==> src/rtl/core/range_scan_to_pixel_stamps_assert.svh <==
// Assertion macros shared by the range scan stamper modules.
`ifndef RANGE_SCAN_TO_PIXEL_STAMPS_ASSERT_SVH
`define RANGE_SCAN_TO_PIXEL_STAMPS_ASSERT_SVH
`ifndef SYNTH
// Same-cycle implication, checked at every rising clock edge outside reset.
`define RSPS_ASSERT_IMPL(lbl, clk, rst, ante, cons, msg) \
   lbl: assert property (@(posedge clk) disable iff (rst) (ante) |-> (cons)) \
      else $error(msg);
// Next-cycle implication, checked at every rising clock edge outside reset.
`define RSPS_ASSERT_NEXT(lbl, clk, rst, ante, cons, msg) \
   lbl: assert property (@(posedge clk) disable iff (rst) (ante) |=> (cons)) \
      else $error(msg);
`else
`define RSPS_ASSERT_IMPL(lbl, clk, rst, ante, cons, msg)
`define RSPS_ASSERT_NEXT(lbl, clk, rst, ante, cons, msg)
`endif
`endif

==> src/rtl/core/rsps_pkg.sv <==
package rsps_pkg;

   // Default geometry of the image and the stamp.
   localparam int DEF_IMAGE_SIZE   = 500;
   localparam int DEF_STAMP_RADIUS = 1;
   localparam int DEF_BEAM_COUNT   = 360;

   // Field widths of the channels.
   localparam int BEAM_W  = 9;
   localparam int RANGE_W = 16;
   localparam int PIX_W   = 9;

   // Stamp centers are carried at the width of the largest supported image.
   localparam int MAX_COORD_W = 12;
   // Pixel arithmetic in the back end, one bit above the coordinate width.
   localparam int PIX_CALC_W  = MAX_COORD_W + 1;

   // Stamp sequencing: loop indices cover 0..2*R with R at most 3.
   localparam int IDX_W       = 3;
   localparam int MAX_RESULTS = 9;
   localparam int CNT_W       = 4;

   // Queue between the front and the back end.
   localparam int QUEUE_DEPTH = 2;

   // Configuration port.
   localparam int CSR_ADDR_W = 3;
   localparam int CSR_DATA_W = 32;
   localparam logic REG_MIN_RANGE = 1'b0;
   localparam logic REG_MAX_RANGE = 1'b1;
   localparam logic [RANGE_W-1:0] MIN_RANGE_RESET = 16'd256;
   localparam logic [RANGE_W-1:0] MAX_RANGE_RESET = 16'd60952;

   typedef struct packed {
      logic [RANGE_W-1:0] min_range;
      logic [RANGE_W-1:0] max_range;
   } limits_type;

   typedef struct packed {
      logic [MAX_COORD_W-1:0] x;
      logic [MAX_COORD_W-1:0] y;
   } stamp_center_type;

   typedef enum logic [1:0] {
      ST_IDLE  = 2'b01,
      ST_STAMP = 2'b10
   } back_state_type;

   // Sine of 0..90 degrees in Q1.15, the last entry saturated.
   localparam logic signed [15:0] QUARTER_SINE [0:90] = '{
      16'sd0, 16'sd572, 16'sd1144, 16'sd1715, 16'sd2286, 16'sd2856, 16'sd3425,
      16'sd3993, 16'sd4560, 16'sd5126, 16'sd5690, 16'sd6252, 16'sd6813, 16'sd7371,
      16'sd7927, 16'sd8481, 16'sd9032, 16'sd9580, 16'sd10126, 16'sd10668,
      16'sd11207, 16'sd11743, 16'sd12275, 16'sd12803, 16'sd13328, 16'sd13848,
      16'sd14365, 16'sd14876, 16'sd15384, 16'sd15886, 16'sd16384, 16'sd16877,
      16'sd17364, 16'sd17847, 16'sd18324, 16'sd18795, 16'sd19261, 16'sd19720,
      16'sd20174, 16'sd20622, 16'sd21063, 16'sd21498, 16'sd21926, 16'sd22348,
      16'sd22763, 16'sd23170, 16'sd23571, 16'sd23965, 16'sd24351, 16'sd24730,
      16'sd25102, 16'sd25466, 16'sd25822, 16'sd26170, 16'sd26510, 16'sd26842,
      16'sd27166, 16'sd27482, 16'sd27789, 16'sd28088, 16'sd28378, 16'sd28660,
      16'sd28932, 16'sd29197, 16'sd29452, 16'sd29698, 16'sd29935, 16'sd30163,
      16'sd30382, 16'sd30592, 16'sd30792, 16'sd30983, 16'sd31164, 16'sd31336,
      16'sd31499, 16'sd31651, 16'sd31795, 16'sd31928, 16'sd32052, 16'sd32166,
      16'sd32270, 16'sd32365, 16'sd32449, 16'sd32524, 16'sd32588, 16'sd32643,
      16'sd32688, 16'sd32723, 16'sd32748, 16'sd32763, 16'sd32767
   };

   // Adds a quarter turn to an angle in degrees, wrapping at a full turn.
   function automatic logic [BEAM_W-1:0] add_quarter(input logic [BEAM_W-1:0] a);
      logic [BEAM_W:0] s;
      s = {1'b0, a} + 10'd90;
      if (s >= 10'd360) begin
         s = s - 10'd360;
      end
      return s[BEAM_W-1:0];
   endfunction

   // Sine in Q1.15 of an angle of 0..359 degrees, folded onto the quarter table.
   function automatic logic signed [15:0] sine_deg(input logic [BEAM_W-1:0] d);
      logic [BEAM_W-1:0] k;
      logic              neg;
      logic signed [15:0] s;
      neg = 1'b0;
      if (d <= 9'd90) begin
         k = d;
      end else if (d <= 9'd180) begin
         k = 9'd180 - d;
      end else if (d <= 9'd270) begin
         k = d - 9'd180;
         neg = 1'b1;
      end else begin
         k = 9'd360 - d;
         neg = 1'b1;
      end
      s = QUARTER_SINE[k[6:0]];
      return neg ? -s : s;
   endfunction

endpackage

==> src/rtl/core/rsps_if.sv <==


// Pixel channel out of the stamper.
interface rsps_rsp_if;
   import rsps_pkg::*;
   logic             valid;
   logic             ready;
   logic [PIX_W-1:0] pixel_col;
   logic [PIX_W-1:0] pixel_row;
   logic             last_pixel;
   modport source (output valid, pixel_col, pixel_row, last_pixel, input ready);
   modport sink (input valid, pixel_col, pixel_row, last_pixel, output ready);
endinterface

==> src/rtl/core/rsps_back.sv <==
`include "range_scan_to_pixel_stamps_assert.svh"
module rsps_back #(
   parameter int IMAGE_SIZE   = rsps_pkg::DEF_IMAGE_SIZE,
   parameter int STAMP_RADIUS = rsps_pkg::DEF_STAMP_RADIUS
) (
   input  logic                           clock,
   input  logic                           reset,
   input  logic                           q_valid,
   input  rsps_pkg::stamp_center_type     q_data,
   output logic                           q_pop,
   rsps_rsp_if.source                     rsp
);
   import rsps_pkg::*;

   localparam logic [IDX_W-1:0]      SPAN    = IDX_W'(2 * STAMP_RADIUS);
   localparam logic [PIX_CALC_W-1:0] RAD_P   = PIX_CALC_W'(STAMP_RADIUS);
   localparam logic [PIX_CALC_W-1:0] LAST_RW = PIX_CALC_W'(IMAGE_SIZE - 1);
   localparam logic [CNT_W-1:0]      N_LAST  = CNT_W'(MAX_RESULTS - 1);

   back_state_type         state_ff, state_in;
   stamp_center_type       center_ff, center_in;
   logic [IDX_W-1:0]       i_ff, i_in;
   logic [IDX_W-1:0]       j_ff, j_in;
   logic [CNT_W-1:0]       n_ff, n_in;

   logic                   rsp_valid_ff, rsp_valid_in;
   logic [PIX_W-1:0]       col_ff, col_in;
   logic [PIX_W-1:0]       row_ff, row_in;
   logic                   last_ff, last_in;

   logic                   load;
   logic                   is_last;
   logic [PIX_CALC_W-1:0]  col_full, row_full;

   // The output register takes a new pixel when empty or being drained.
   assign load    = !rsp_valid_ff || rsp.ready;
   assign is_last = ((i_ff == SPAN) && (j_ff == SPAN)) || (n_ff == N_LAST);

   // Pixel of the current offset, rows counted from the top.
   assign col_full = PIX_CALC_W'(center_ff.x) - RAD_P + PIX_CALC_W'(i_ff);
   assign row_full = LAST_RW - (PIX_CALC_W'(center_ff.y) - RAD_P + PIX_CALC_W'(j_ff));

   // Stamp sequencer: one pixel per transfer slot, next center taken on the last.
   always_comb begin
      state_in     = state_ff;
      center_in    = center_ff;
      i_in         = i_ff;
      j_in         = j_ff;
      n_in         = n_ff;
      q_pop        = 1'b0;
      rsp_valid_in = rsp_valid_ff && !rsp.ready;
      col_in       = col_ff;
      row_in       = row_ff;
      last_in      = last_ff;
      unique case (state_ff)
         ST_IDLE: begin
            if (q_valid) begin
               q_pop     = 1'b1;
               center_in = q_data;
               i_in      = '0;
               j_in      = '0;
               n_in      = '0;
               state_in  = ST_STAMP;
            end
         end
         ST_STAMP: begin
            if (load) begin
               rsp_valid_in = 1'b1;
               col_in       = col_full[PIX_W-1:0];
               row_in       = row_full[PIX_W-1:0];
               last_in      = is_last;
               if (is_last) begin
                  i_in = '0;
                  j_in = '0;
                  n_in = '0;
                  if (q_valid) begin
                     q_pop     = 1'b1;
                     center_in = q_data;
                  end else begin
                     state_in = ST_IDLE;
                  end
               end else begin
                  n_in = n_ff + 1'b1;
                  if (j_ff == SPAN) begin
                     j_in = '0;
                     i_in = i_ff + 1'b1;
                  end else begin
                     j_in = j_ff + 1'b1;
                  end
               end
            end
         end
         default: state_in = ST_IDLE;
      endcase
   end

   always_ff @(posedge clock) begin
      if (reset) begin
         state_ff     <= ST_IDLE;
         rsp_valid_ff <= 1'b0;
         i_ff         <= '0;
         j_ff         <= '0;
         n_ff         <= '0;
      end else begin
         state_ff     <= state_in;
         rsp_valid_ff <= rsp_valid_in;
         i_ff         <= i_in;
         j_ff         <= j_in;
         n_ff         <= n_in;
      end
   end

   always_ff @(posedge clock) begin
      center_ff <= center_in;
      col_ff    <= col_in;
      row_ff    <= row_in;
      last_ff   <= last_in;
   end

   assign rsp.valid      = rsp_valid_ff;
   assign rsp.pixel_col  = col_ff;
   assign rsp.pixel_row  = row_ff;
   assign rsp.last_pixel = last_ff;

   // Sequencer checks.
   `RSPS_ASSERT_IMPL(a_pop_has_data, clock, reset, q_pop, q_valid, "pop from empty queue")
   `RSPS_ASSERT_IMPL(a_count_cap, clock, reset,
      state_ff == ST_STAMP, n_ff <= N_LAST, "stamp count overrun")
   `RSPS_ASSERT_NEXT(a_last_idles, clock, reset,
      (state_ff == ST_STAMP) && load && is_last && !q_valid,
      (state_ff == ST_IDLE) && rsp_valid_ff && last_ff, "last pixel not closing stamp")

endmodule

==> src/flat_wrapper.sv <==
// flat-port wrapper written by rule: the top's interface ports become plain ports
module rsps_back_flat import rsps_pkg::*;
#(
   parameter int IMAGE_SIZE   = rsps_pkg::DEF_IMAGE_SIZE,
   parameter int STAMP_RADIUS = rsps_pkg::DEF_STAMP_RADIUS
)
  (clock, reset, q_valid, q_data, q_pop, rsp_valid, rsp_pixel_col, rsp_pixel_row, rsp_last_pixel, rsp_ready);
  rsps_rsp_if rsp_i ();
  input  logic clock;
  input  logic reset;
  input  logic q_valid;
  input  rsps_pkg::stamp_center_type q_data;
  output logic q_pop;
  output wire logic [$bits(rsp_i.valid)-1:0] rsp_valid;
  output wire logic [$bits(rsp_i.pixel_col)-1:0] rsp_pixel_col;
  output wire logic [$bits(rsp_i.pixel_row)-1:0] rsp_pixel_row;
  output wire logic [$bits(rsp_i.last_pixel)-1:0] rsp_last_pixel;
  input wire logic [$bits(rsp_i.ready)-1:0] rsp_ready;
  assign rsp_valid = rsp_i.valid;
  assign rsp_pixel_col = rsp_i.pixel_col;
  assign rsp_pixel_row = rsp_i.pixel_row;
  assign rsp_last_pixel = rsp_i.last_pixel;
  assign rsp_i.ready = rsp_ready;
  rsps_back #(.IMAGE_SIZE(IMAGE_SIZE), .STAMP_RADIUS(STAMP_RADIUS)) u_core (.clock(clock), .reset(reset), .q_valid(q_valid), .q_data(q_data), .q_pop(q_pop), .rsp(rsp_i));
endmodule
==> config.mk <==
export PLATFORM = sky130hd
export DESIGN_NAME = rsps_back_flat
export DESIGN_NICKNAME = d
export VERILOG_FILES = /design/src/rtl/core/rsps_pkg.sv /design/src/rtl/core/rsps_if.sv /design/src/rtl/core/rsps_back.sv /design/src/flat_wrapper.sv
export VERILOG_INCLUDE_DIRS = /design/src /design/src/rtl/core
export SDC_FILE = /design/constraint.sdc
export NUM_CORES = 1
export LEC_CHECK = 0
export BUFFER_PORTS_ARGS = -buffer_cell sky130_fd_sc_hd__buf_4
export CORE_ASPECT_RATIO = 0.7
export CORE_MARGIN = 1
export CORE_UTILIZATION = 45
export DETAILED_ROUTE_END_ITERATION = 6
export HOLD_SLACK_MARGIN = 0.05
export PLACE_DENSITY = 0.77
export SLEW_MARGIN = 10
export SYNTH_ARGS = -nofsm -noshare
export SYNTH_HDL_FRONTEND = slang
export SYNTH_SLANG_ARGS = --single-unit
==> constraint.sdc <==
create_clock -name clock -period 2.45 [get_ports clock]
set_input_delay 0.1225 -clock clock [delete_from_list [all_inputs] [get_ports clock]]
set_output_delay 0.1225 -clock clock [all_outputs]
set_load 0.01 [all_outputs]
==> results of run 1 <==
## worst max-delay path: stages, from the launching register on
cell	delay [ns]
dfxtp_1	0.40
inv_1	0.06
ha_1	0.28
inv_1	0.06
ha_1	0.16
inv_1	0.05
fa_1	0.38
nand2b_1	0.17
a21boi_2	0.16
o21a_1	0.15
o311ai_0	0.12
## kinds of logic after synthesis
group	count (synthesis)	share of synthesized area
and+or+nand+nor	59	0.1369
DFF	50	0.5357
adders and majority gates	26	0.1329
xor gates and xnor gates	15	0.05132
AOI/OAI and AO/OA	31	0.08260
buffers and inverters	41	0.06060
## worst paths after layout
check / from / endpoint / depth (start not counted)
worst max-delay path: u_core.i_ff[1]$_SDFFE_PP0P_ / u_core.rsp.pixel_col[7]$_DFFE_PP_ / 10
worst min-delay path: reset / u_core.j_ff[2]$_SDFFE_PP0P_ / 2
worst max register to register: u_core.i_ff[1]$_SDFFE_PP0P_ / u_core.rsp.pixel_col[7]$_DFFE_PP_ / 10
worst min register to register: u_core.n_ff[1]$_SDFFE_PP0P_ / u_core.n_ff[1]$_SDFFE_PP0P_ / 2
## power by group through the flow
stage               sequential, mW  combinational (mW)  clock (mW)
global route                  1.03               0.501       0.630
finish                        1.03               0.445       0.580
detailed placement            1.05               0.418           0
global placement              1.05               0.404           0
floorplan                     1.05               0.296           0
CTS                           1.03               0.443       0.594
## layer usage
metal,global-route usage,vias to the layer above
li1,-,910
met1,0.1889,831
met2,0.2696,41
met3,0.03588,4
met4,0.05273,0
met5,0,-
## repair_timing
action	in CTS	in global routing
hold buffers	18	0
setup endpoints to repair	0	1
setup buffers	0	0
hold endpoints to repair	18	0
resized for setup	0	2
## cell usage after synthesis, drive strengths merged (2+ instances only)
| cell type | n |
|---|---|
| inv | 39 |
| nand4 | 5 |
| xnor2 | 11 |
| xor2 | 4 |
| and3 | 2 |
| fa | 2 |
| nand2 | 5 |
| dfxtp | 13 |
| a221oi | 2 |
| nor3 | 6 |
| o211ai | 2 |
| o21ai | 6 |
| a211oi | 4 |
| a21oi | 10 |
| edfxtp | 37 |
| ha | 24 |
| a21boi | 2 |
| nor2 | 11 |
| nand3 | 5 |
| or3 | 2 |
| nor2b | 7 |
| nor4 | 2 |
| nand2b | 4 |
| nor3b | 3 |
| and3b | 2 |
## flip-flops by register name (all words and copies together) (netlist names)
signal,cells
u_core.i_ff,3
u_core.j_ff,3
u_core.rsp.pixel_row,9
u_core.n_ff,4
u_core.center_ff,18
u_core.rsp.valid,1
u_core.rsp.pixel_col,9
u_core.state_ff,2
u_core.rsp.last_pixel,1
## stage by stage
step,cell area [um2],total power [mW],utilization,hold slack (ns)
6_report,3282,2.054,0.6114,0.08364
5_1_grt,3282,2.164,0.6114,0.07891
4_1_cts,3278,2.066,0.6107,0.07541
3_5_place_dp,2987,1.465,0.5564,0.3018
3_3_place_gp,2987,1.450,0.5564,0.3007
2_1_floorplan,2560,1.342,-,0.1887
## layout make-up
type	instances	area (um2)
timing repair buffer	64	525.5
tap	72	90.09
inverter	39	146.4
sequential	50	1371
clock buffer	5	68.82
multi-input combinational	131	1037
clock inverter	3	42.54
fill	451	2086
==> results.md, run 1 <==
* M1 wire length at 2125 um
* DR top layer: met4
* Die Wd at 92.15 um
* Clock Latency Late Sink at 0.30 ns
* GP Congestion at 0.8102
* Largest net degree at the start of global routing at 19
* Switching Fraction at 0.2629
* Post-synth ARST share at 0
* Commonest non-fill, non-tap cells in the layout: buf_4 (46), inv_1 (39), edfxtp_1 (37), ha_1 (24), dlygate4sd3_1 (18)
* DP Wirelength at 3259 um
* Data required time at the worst endpoint at 2.49 ns
* Combinational power share at 0.217
* DRC viols at 0
* Fin cells at 364
* H-tree Lvls at 2
* # setup viols final at 0
* CTS tree: yes
* Sequential fraction of the synthesis area at 0.5357
* Area Growth Syn to Fin at 28.20%
* Die area at 5999 um2
* Clock share of power at 0.283
* Kind of start point of the critical path: flop
* Via density per instance at 4.907
* P per Cell Area at 625.9 nW/um2
* Sw power at 0.5401 mW
* Met2 WL at 2047 um
* Ys Warns at 0
* Fin nets at 345
* Post-synth EDFFs at 37
* Port Buffers at 42
* CP Capture Type: flop
* Commonest non-fill, non-tap cell in the layout: buf_4
* WP data arrival at 2.30 ns
* WL final at 4387 um
* Final min period at 2.261 ns
* Longest Clk Path Bufs at 2
* Met3 WL post-DR at 179 um
* Seq pwr share at 0.501
* Antenna Nets Post-Route at 0
* Maxcap violations at 0
* Setup TNS at 0 ns
* Die height at 65.11 um
* Worst reg2reg setup slack at 0.19 ns
* Worst-Margin Slew at 0.8441 ns
* Final Hold Fails at 0
* Unrepaired setup endpoints after global routing: no
* DP Cell Count at 338
* Syn Std Cell Area at 2560 um2
* Status: finished, final reports clean
* Initial antenna violation count at 0
* Layout cells sized above 1 at 0.2089
* Synth top area cells: edfxtp_1 (43%), ha_1 (12%), dfxtp_1 (10%)
* Crit share post-route at 0.9230
* Avg WL per Cell at 12.05 um
* Worst Skew at 0.006751 ns
* Syn avg cell area at 11.53 um2
* Synth cell types at 45
* Vias in the first global route at 1641
* Relative slew margins at 0.4368
* Sink Count at 50
* Fmax at 442.2 MHz
* Gr ovfl total at 0
* Pre-CTS setup slack at 0.1004 ns
* Diode count at 0
* Number of DRC markers in iteration 0 at 52
* Int Pwr at 1.514 mW
* Core Box Area at 5368 um2
* WS Path Type: reg -> reg
* Ports at 49
* Leading register cell type out of synthesis: edfxtp_1
* Worst-path clk slew at 0.09 ns
* Row cnt at 22
* Hold Path Class: in -> reg
* Synth top area share at 0.4340
* Syn_nets at 276
* Slew Viols, Final at 0
* Final worst setup slack at 0.1887 ns
* 1st-pass router iterations at 4
* Global-route wire length before repair at 7120 um
* CTS Buf Count at 5
* CTS root buf: clkbuf_8
* Total GRT Usage at 0.1539
* Starting Density at 0.4769
* Routed vias at 1786
* Seq cells post-synth at 50
* P_leak at 1.354 nW
* Worst-path maximum fanout at 4
* Post-Syn Instances at 222
* Synth area leader: edfxtp_1
* Max rail drop VDD at 0.0003115 V
No activity file was read; power rests on OpenSTA's default activity.
==> inputs of run 2 (changes only) <==
==> constraint.sdc (replaced) <==
create_clock -name clock -period 2.5 [get_ports clock]
set_input_delay 0.125 -clock clock [delete_from_list [all_inputs] [get_ports clock]]
set_output_delay 0.125 -clock clock [all_outputs]
set_load 0.01 [all_outputs]
==> run 2 against run 1 <==
Final cell count is the same. Combinational power shrank 3%. Maximum frequency down 1.2%. Worst hold slack improved by 0.0088 ns. Final area shrank 0.11%. Largest power group unchanged.
==> results.md, run 2 (synthesis gave the netlist of run 1 again) <==
* Final min period at 2.289 ns
* Maxcap violations at 0
* Combinational power share at 0.216
* Row cnt at 22
* Final Hold Fails at 0
* Worst Min Path Start: reset
* CTS Buf Count at 5
* CTS root buf: clkbuf_8
* Worst Skew at 0.006829 ns
* P_leak at 1.354 nW
* Port Buffers at 42
* Seq pwr share at 0.503
* WL final at 4323 um
* Commonest non-fill, non-tap cells in the layout: buf_4 (46), inv_1 (39), edfxtp_1 (37), ha_1 (24), dlygate4sd3_1 (18)
* DP Cell Count at 338
* Top reg by flops: u_core.center_ff
* CP dominant cell by count: inv_1
* Max FFs per register at 18
* WP data arrival at 2.32 ns
* Fin cells at 364
* Unrepaired setup endpoints after global routing: no
* Hold Path Class: in -> reg
* Status: finished, final reports clean
* Core Box Area at 5368 um2
* Sw power at 0.5216 mW
* Relative slew margins at 0.4343
* 1st-pass router iterations at 4
* DRC viols at 0
* Reg2reg start: u_core.i_ff[1]$_SDFFE_PP0P_
* CP Launch Point: u_core.i_ff[1]$_SDFFE_PP0P_
* Max rail drop VDD at 0.0002854 V
* CP delay by family, top: adder cells
* Avg WL per Cell at 11.88 um
* Clock share of power at 0.280
* Switching Fraction at 0.2604
* Setup TNS at 0 ns
* CP peak stage delay at 0.39 ns
* Initial antenna violation count at 0
* P per Cell Area at 611.0 nW/um2
* Die area at 5999 um2
* CP Depth at 10
* DP Wirelength at 3167 um
* Critical-path top delay cell: dfxtp_1
* Clock Latency Late Sink at 0.30 ns
* CTS tree: yes
* Data required time at the worst endpoint at 2.53 ns
* CP endpoint: u_core.rsp.pixel_col[7]$_DFFE_PP_
* Worst-path clk slew at 0.09 ns
* Hold depth at 2
* H-tree Lvls at 2
* Int Pwr at 1.481 mW
* Routed vias at 1767
* GP Congestion at 0.8005
* Diode count at 0
* WS Path Type: reg -> reg
* Critical path cell sequence: inv_1, ha_1, inv_1, ha_1, inv_1, fa_1, nand2b_1, a21boi_1, o21a_1, o311ai_0
* Largest net degree at the start of global routing at 19
* Crit share post-route at 0.9155
* Total GRT Usage at 0.1493
* Longest Clk Path Bufs at 2
* Starting Density at 0.4769
* Via density per instance at 4.854
* Die height at 65.11 um
* Slew Viols, Final at 0
* Worst-path maximum fanout at 4
* # setup viols final at 0
* CP Capture Type: flop
* Sink Count at 50
* Vias in the first global route at 1580
* Worst R2R Path Depth at 10
* Fin nets at 345
* Critical path buffers and inverters at 3
* Worst-Margin Slew at 0.8479 ns
* Fmax at 436.9 MHz
* Global-route wire length before repair at 6879 um
* Worst reg2reg setup slack at 0.21 ns
* Area Growth Syn to Fin at 28.05%
* Die Wd at 92.15 um
* Crit Reg-Reg Endpoint: u_core.rsp.pixel_col[7]$_DFFE_PP_
* Ports at 49
* Commonest non-fill, non-tap cell in the layout: buf_4
* Number of DRC markers in iteration 0 at 64
* Layout cells sized above 1 at 0.2055
* Kind of start point of the critical path: flop
* Gr ovfl total at 0
* Antenna Nets Post-Route at 0
[run 2: layout make-up]
type	count	area, um2
multi-input cells	131	1033
clock inverters	3	42.54
well taps	72	90.09
flip-flops and latches	50	1371
clock buffers	5	68.82
inverters	39	146.4
repair buffers	64	525.5
fillers	425	2090
[run 2: routing by layer]
metal,vias up,GRT usage,share of wire
met5,-,0,0
met4,0,0.04102,0
met3,0,0.03241,0.043
met2,42,0.2621,0.48
met1,813,0.1881,0.47
li1,912,-,-
[run 2: how the worst min path moves through the flow]
stage | to | slack (ns)
finish | u_core.j_ff[2]$_SDFFE_PP0P_ | 0.09
detailed placement | u_core.center_ff[19]$_DFFE_PP_ | 0.30
global placement | u_core.center_ff[20]$_DFFE_PP_ | 0.30
floorplan | u_core.j_ff[2]$_SDFFE_PP0P_ | 0.19
global route | u_core.j_ff[2]$_SDFFE_PP0P_ | 0.1
CTS | u_core.j_ff[2]$_SDFFE_PP0P_ | 0.09
[run 2: timing repair]
| action | CTS | global route |
|---|---|---|
| buffers inserted | 0 | 0 |
| resized for setup | 0 | 1 |
| hold endpoints to repair | 18 | 0 |
| hold buffers | 18 | 0 |
| endpoints found under the setup margin | 0 | 1 |
[run 2: power groups by stage]
| stage | Sequential (mW) | Clock [mW] | Combinational [mW] |
|---|---|---|---|
| detailed placement | 1.03 | 0 | 0.410 |
| global route | 1.01 | 0.606 | 0.487 |
| floorplan | 1.03 | 0 | 0.290 |
| finish | 1.01 | 0.562 | 0.433 |
| CTS | 1.01 | 0.575 | 0.434 |
| global placement | 1.03 | 0 | 0.396 |
[run 2: metrics by stage]
| step | area (um2) | power [mW] | setup slack, ns | hold WS (ns) | utilization |
|---|---|---|---|---|---|
| floorplan | 2560 | 1.315 | 0.2705 | 0.1912 | - |
| global placement | 2987 | 1.421 | 0.2264 | 0.3028 | 0.5564 |
| detailed placement | 2987 | 1.437 | 0.1432 | 0.3045 | 0.5564 |
| CTS | 3278 | 2.017 | 0.1315 | 0.08558 | 0.6107 |
| global route | 3278 | 2.108 | 0.06252 | 0.09537 | 0.6107 |
| finish | 3278 | 2.003 | 0.2112 | 0.09241 | 0.6107 |
==> inputs of run 3 (changes only) <==
==> constraint.sdc (replaced) <==
create_clock -name clock -period 2.4 [get_ports clock]
set_input_delay 0.12 -clock clock [delete_from_list [all_inputs] [get_ports clock]]
set_output_delay 0.12 -clock clock [all_outputs]
set_load 0.01 [all_outputs]
==> run 3 against run 2 <==
Critical path depth stayed put. Die area unchanged. Via count rose by 0.40%. Combinational power up 4.6%. Clock power is 7.8% higher. Critical path type unchanged. Final area increased by 0.34%. Setup slack worse by 0.031 ns. Register-to-register slack got worse by 0.03 ns. Maximum frequency up 3.1%. First-iteration DRC count down 17%. Sequential cell count is the same.
==> results.md, run 3 (synthesis gave the netlist of run 1 again) <==
* Routed vias at 1774
* CP dominant cell by count: inv_1
* Worst R2R Path Depth at 10
* Avg WL per Cell at 11.90 um
* Layout cells sized above 1 at 0.2192
* WP data arrival at 2.26 ns
* GP Congestion at 0.8035
* Final Hold Fails at 0
* Critical path cell sequence: inv_1, ha_1, inv_1, ha_1, inv_1, fa_1, nand2b_1, a21boi_2, o21a_1, o311ai_0
* Max rail drop VDD at 0.0003963 V
* Crit share post-route at 0.9250
* Hold Path Class: in -> reg
* Worst Skew at 0.007613 ns
* Die Wd at 92.15 um
* Worst hold margin at 0.07976 ns
* Gr ovfl total at 0
* Vias in the first global route at 1696
* Row cnt at 22
* Commonest non-fill, non-tap cells in the layout: buf_4 (46), inv_1 (39), edfxtp_1 (37), ha_1 (24), dlygate4sd3_1 (18)
* Data required time at the worst endpoint at 2.44 ns
* Worst Min Path Start: reset
* Setup TNS at 0 ns
* Status: finished, final reports clean
* CTS tree: yes
* Worst-Margin Slew at 0.4474 ns
* Die area at 5999 um2
* Sink Count at 50
* DRC viols at 0
* Number of DRC markers in iteration 0 at 53
* Reg2reg start: u_core.i_ff[1]$_SDFFE_PP0P_
* Relative slew margins at 0.6994
* Pwr Total at 2.108 mW
* Critical-path top delay cell: fa_1
* Clock Latency Late Sink at 0.31 ns
* Starting Density at 0.4769
* Worst reg2reg setup slack at 0.18 ns
* Maxcap violations at 0
* Ports at 49
* CTS Buf Count at 5
* Initial antenna violation count at 0
* Max FFs per register at 18
* Largest net degree at the start of global routing at 19
* Antenna Nets Post-Route at 0
* H-tree Lvls at 2
* CTS root buf: clkbuf_8
* Hold depth at 2
* Unrepaired setup endpoints after global routing: no
* Worst-path maximum fanout at 4
* Global-route wire length before repair at 7224 um
* Crit Reg-Reg Endpoint: u_core.rsp.pixel_col[7]$_DFFE_PP_
* CP Capture Type: flop
* P_leak at 1.357 nW
* Commonest non-fill, non-tap cell in the layout: buf_4
* CP Depth at 10
* Core Box Area at 5368 um2
* # setup viols final at 0
* Diode count at 0
* Longest Clk Path Bufs at 2
* Critical path buffers and inverters at 3
* Worst-path clk slew at 0.09 ns
* Die height at 65.11 um
* CP delay by family, top: adder cells
* 1st-pass router iterations at 4
* Fin nets at 345
* Total GRT Usage at 0.1582
* Final min period at 2.220 ns
* Area Growth Syn to Fin at 28.49%
* Fmax at 450.5 MHz
* Kind of start point of the critical path: flop
* Port Buffers at 42
* CP peak stage delay at 0.39 ns
* Top reg by flops: u_core.center_ff
* Postcts setup bufs at 0
* Via density per instance at 4.874
* P per Cell Area at 640.7 nW/um2
* WS Path Type: reg -> reg
* Hold Path End: u_core.i_ff[1]$_SDFFE_PP0P_
* Fillers at 437
* Slew Viols, Final at 0
* DP Wirelength at 3207 um
* WL final at 4333 um
[run 3: changes by cell type in the layout (fill, tap and decap cells not counted)]
cell      change
dfxtp_1       -1
clkinv_1      -1
and4b_1       -1
and4b_2       +1
a21boi_2      +1
clkinv_4      +1
dfxtp_2       +1
a21boi_1      -1
[run 3: layout make-up]
type                            count  area, um2  share of cell area
Inverter                           39      146.4             0.04450
Clock buffer                        5      68.82             0.02092
Multi-Input combinational cell    131       1039              0.3157
Sequential cell                    50       1373              0.4173
Timing Repair Buffer               64      525.5              0.1598
Tap cell                           72      90.09             0.02739
Clock inverter                      3      47.55             0.01445
[run 3: per-stage QoR]
| stage | instance area (um2) | setup WS [ns] | cells | util |
|---|---|---|---|---|
| 2_1_floorplan | 2560 | 0.1705 | 222 | - |
| 3_3_place_gp | 2987 | 0.1311 | 338 | 0.5564 |
| 3_5_place_dp | 2987 | 0.05293 | 338 | 0.5564 |
| 4_1_cts | 3283 | 0.03126 | 364 | 0.6117 |
| 5_1_grt | 3289 | 0.04861 | 364 | 0.6128 |
| 6_report | 3289 | 0.1801 | 364 | 0.6128 |
[run 3: how the worst max path moves through the flow]
stage / start / endpoint / slack (ns)
4_1_cts: u_core.i_ff[1]$_SDFFE_PP0P_ / u_core.rsp.pixel_col[7]$_DFFE_PP_ / 0.03
3_3_place_gp: u_core.i_ff[1]$_SDFFE_PP0P_ / u_core.rsp.pixel_col[7]$_DFFE_PP_ / 0.13
2_1_floorplan: u_core.i_ff[1]$_SDFFE_PP0P_ / u_core.rsp.pixel_col[7]$_DFFE_PP_ / 0.17
6_report: u_core.i_ff[1]$_SDFFE_PP0P_ / u_core.rsp.pixel_col[7]$_DFFE_PP_ / 0.18
3_5_place_dp: u_core.i_ff[1]$_SDFFE_PP0P_ / u_core.rsp.pixel_col[7]$_DFFE_PP_ / 0.05
5_1_grt: u_core.i_ff[1]$_SDFFE_PP0P_ / u_core.rsp.pixel_col[7]$_DFFE_PP_ / 0.05
[run 3: routing by layer]
layer  up-vias  GRT usage  part of all wire
met5         -          0                 0
met4         0    0.06445             0.016
met3         7    0.03819             0.036
met2        35     0.2724              0.47
met1       818     0.1931              0.47
li1        914          -                 -
[run 3: repair_timing]
item / 4_1_cts / 5_1_grt
hold buffers: 18 / 0
setup endpoints to repair: 0 / 10
resized for setup: 0 / 4
hold endpoints to repair: 18 / 0
[run 3: power breakdown]
group          total (mW)  internal, mW  switching (mW)
logic               0.453         0.216           0.237
registers            1.05          1.02          0.0305
clock network       0.606         0.316           0.290
total                2.11          1.55           0.557
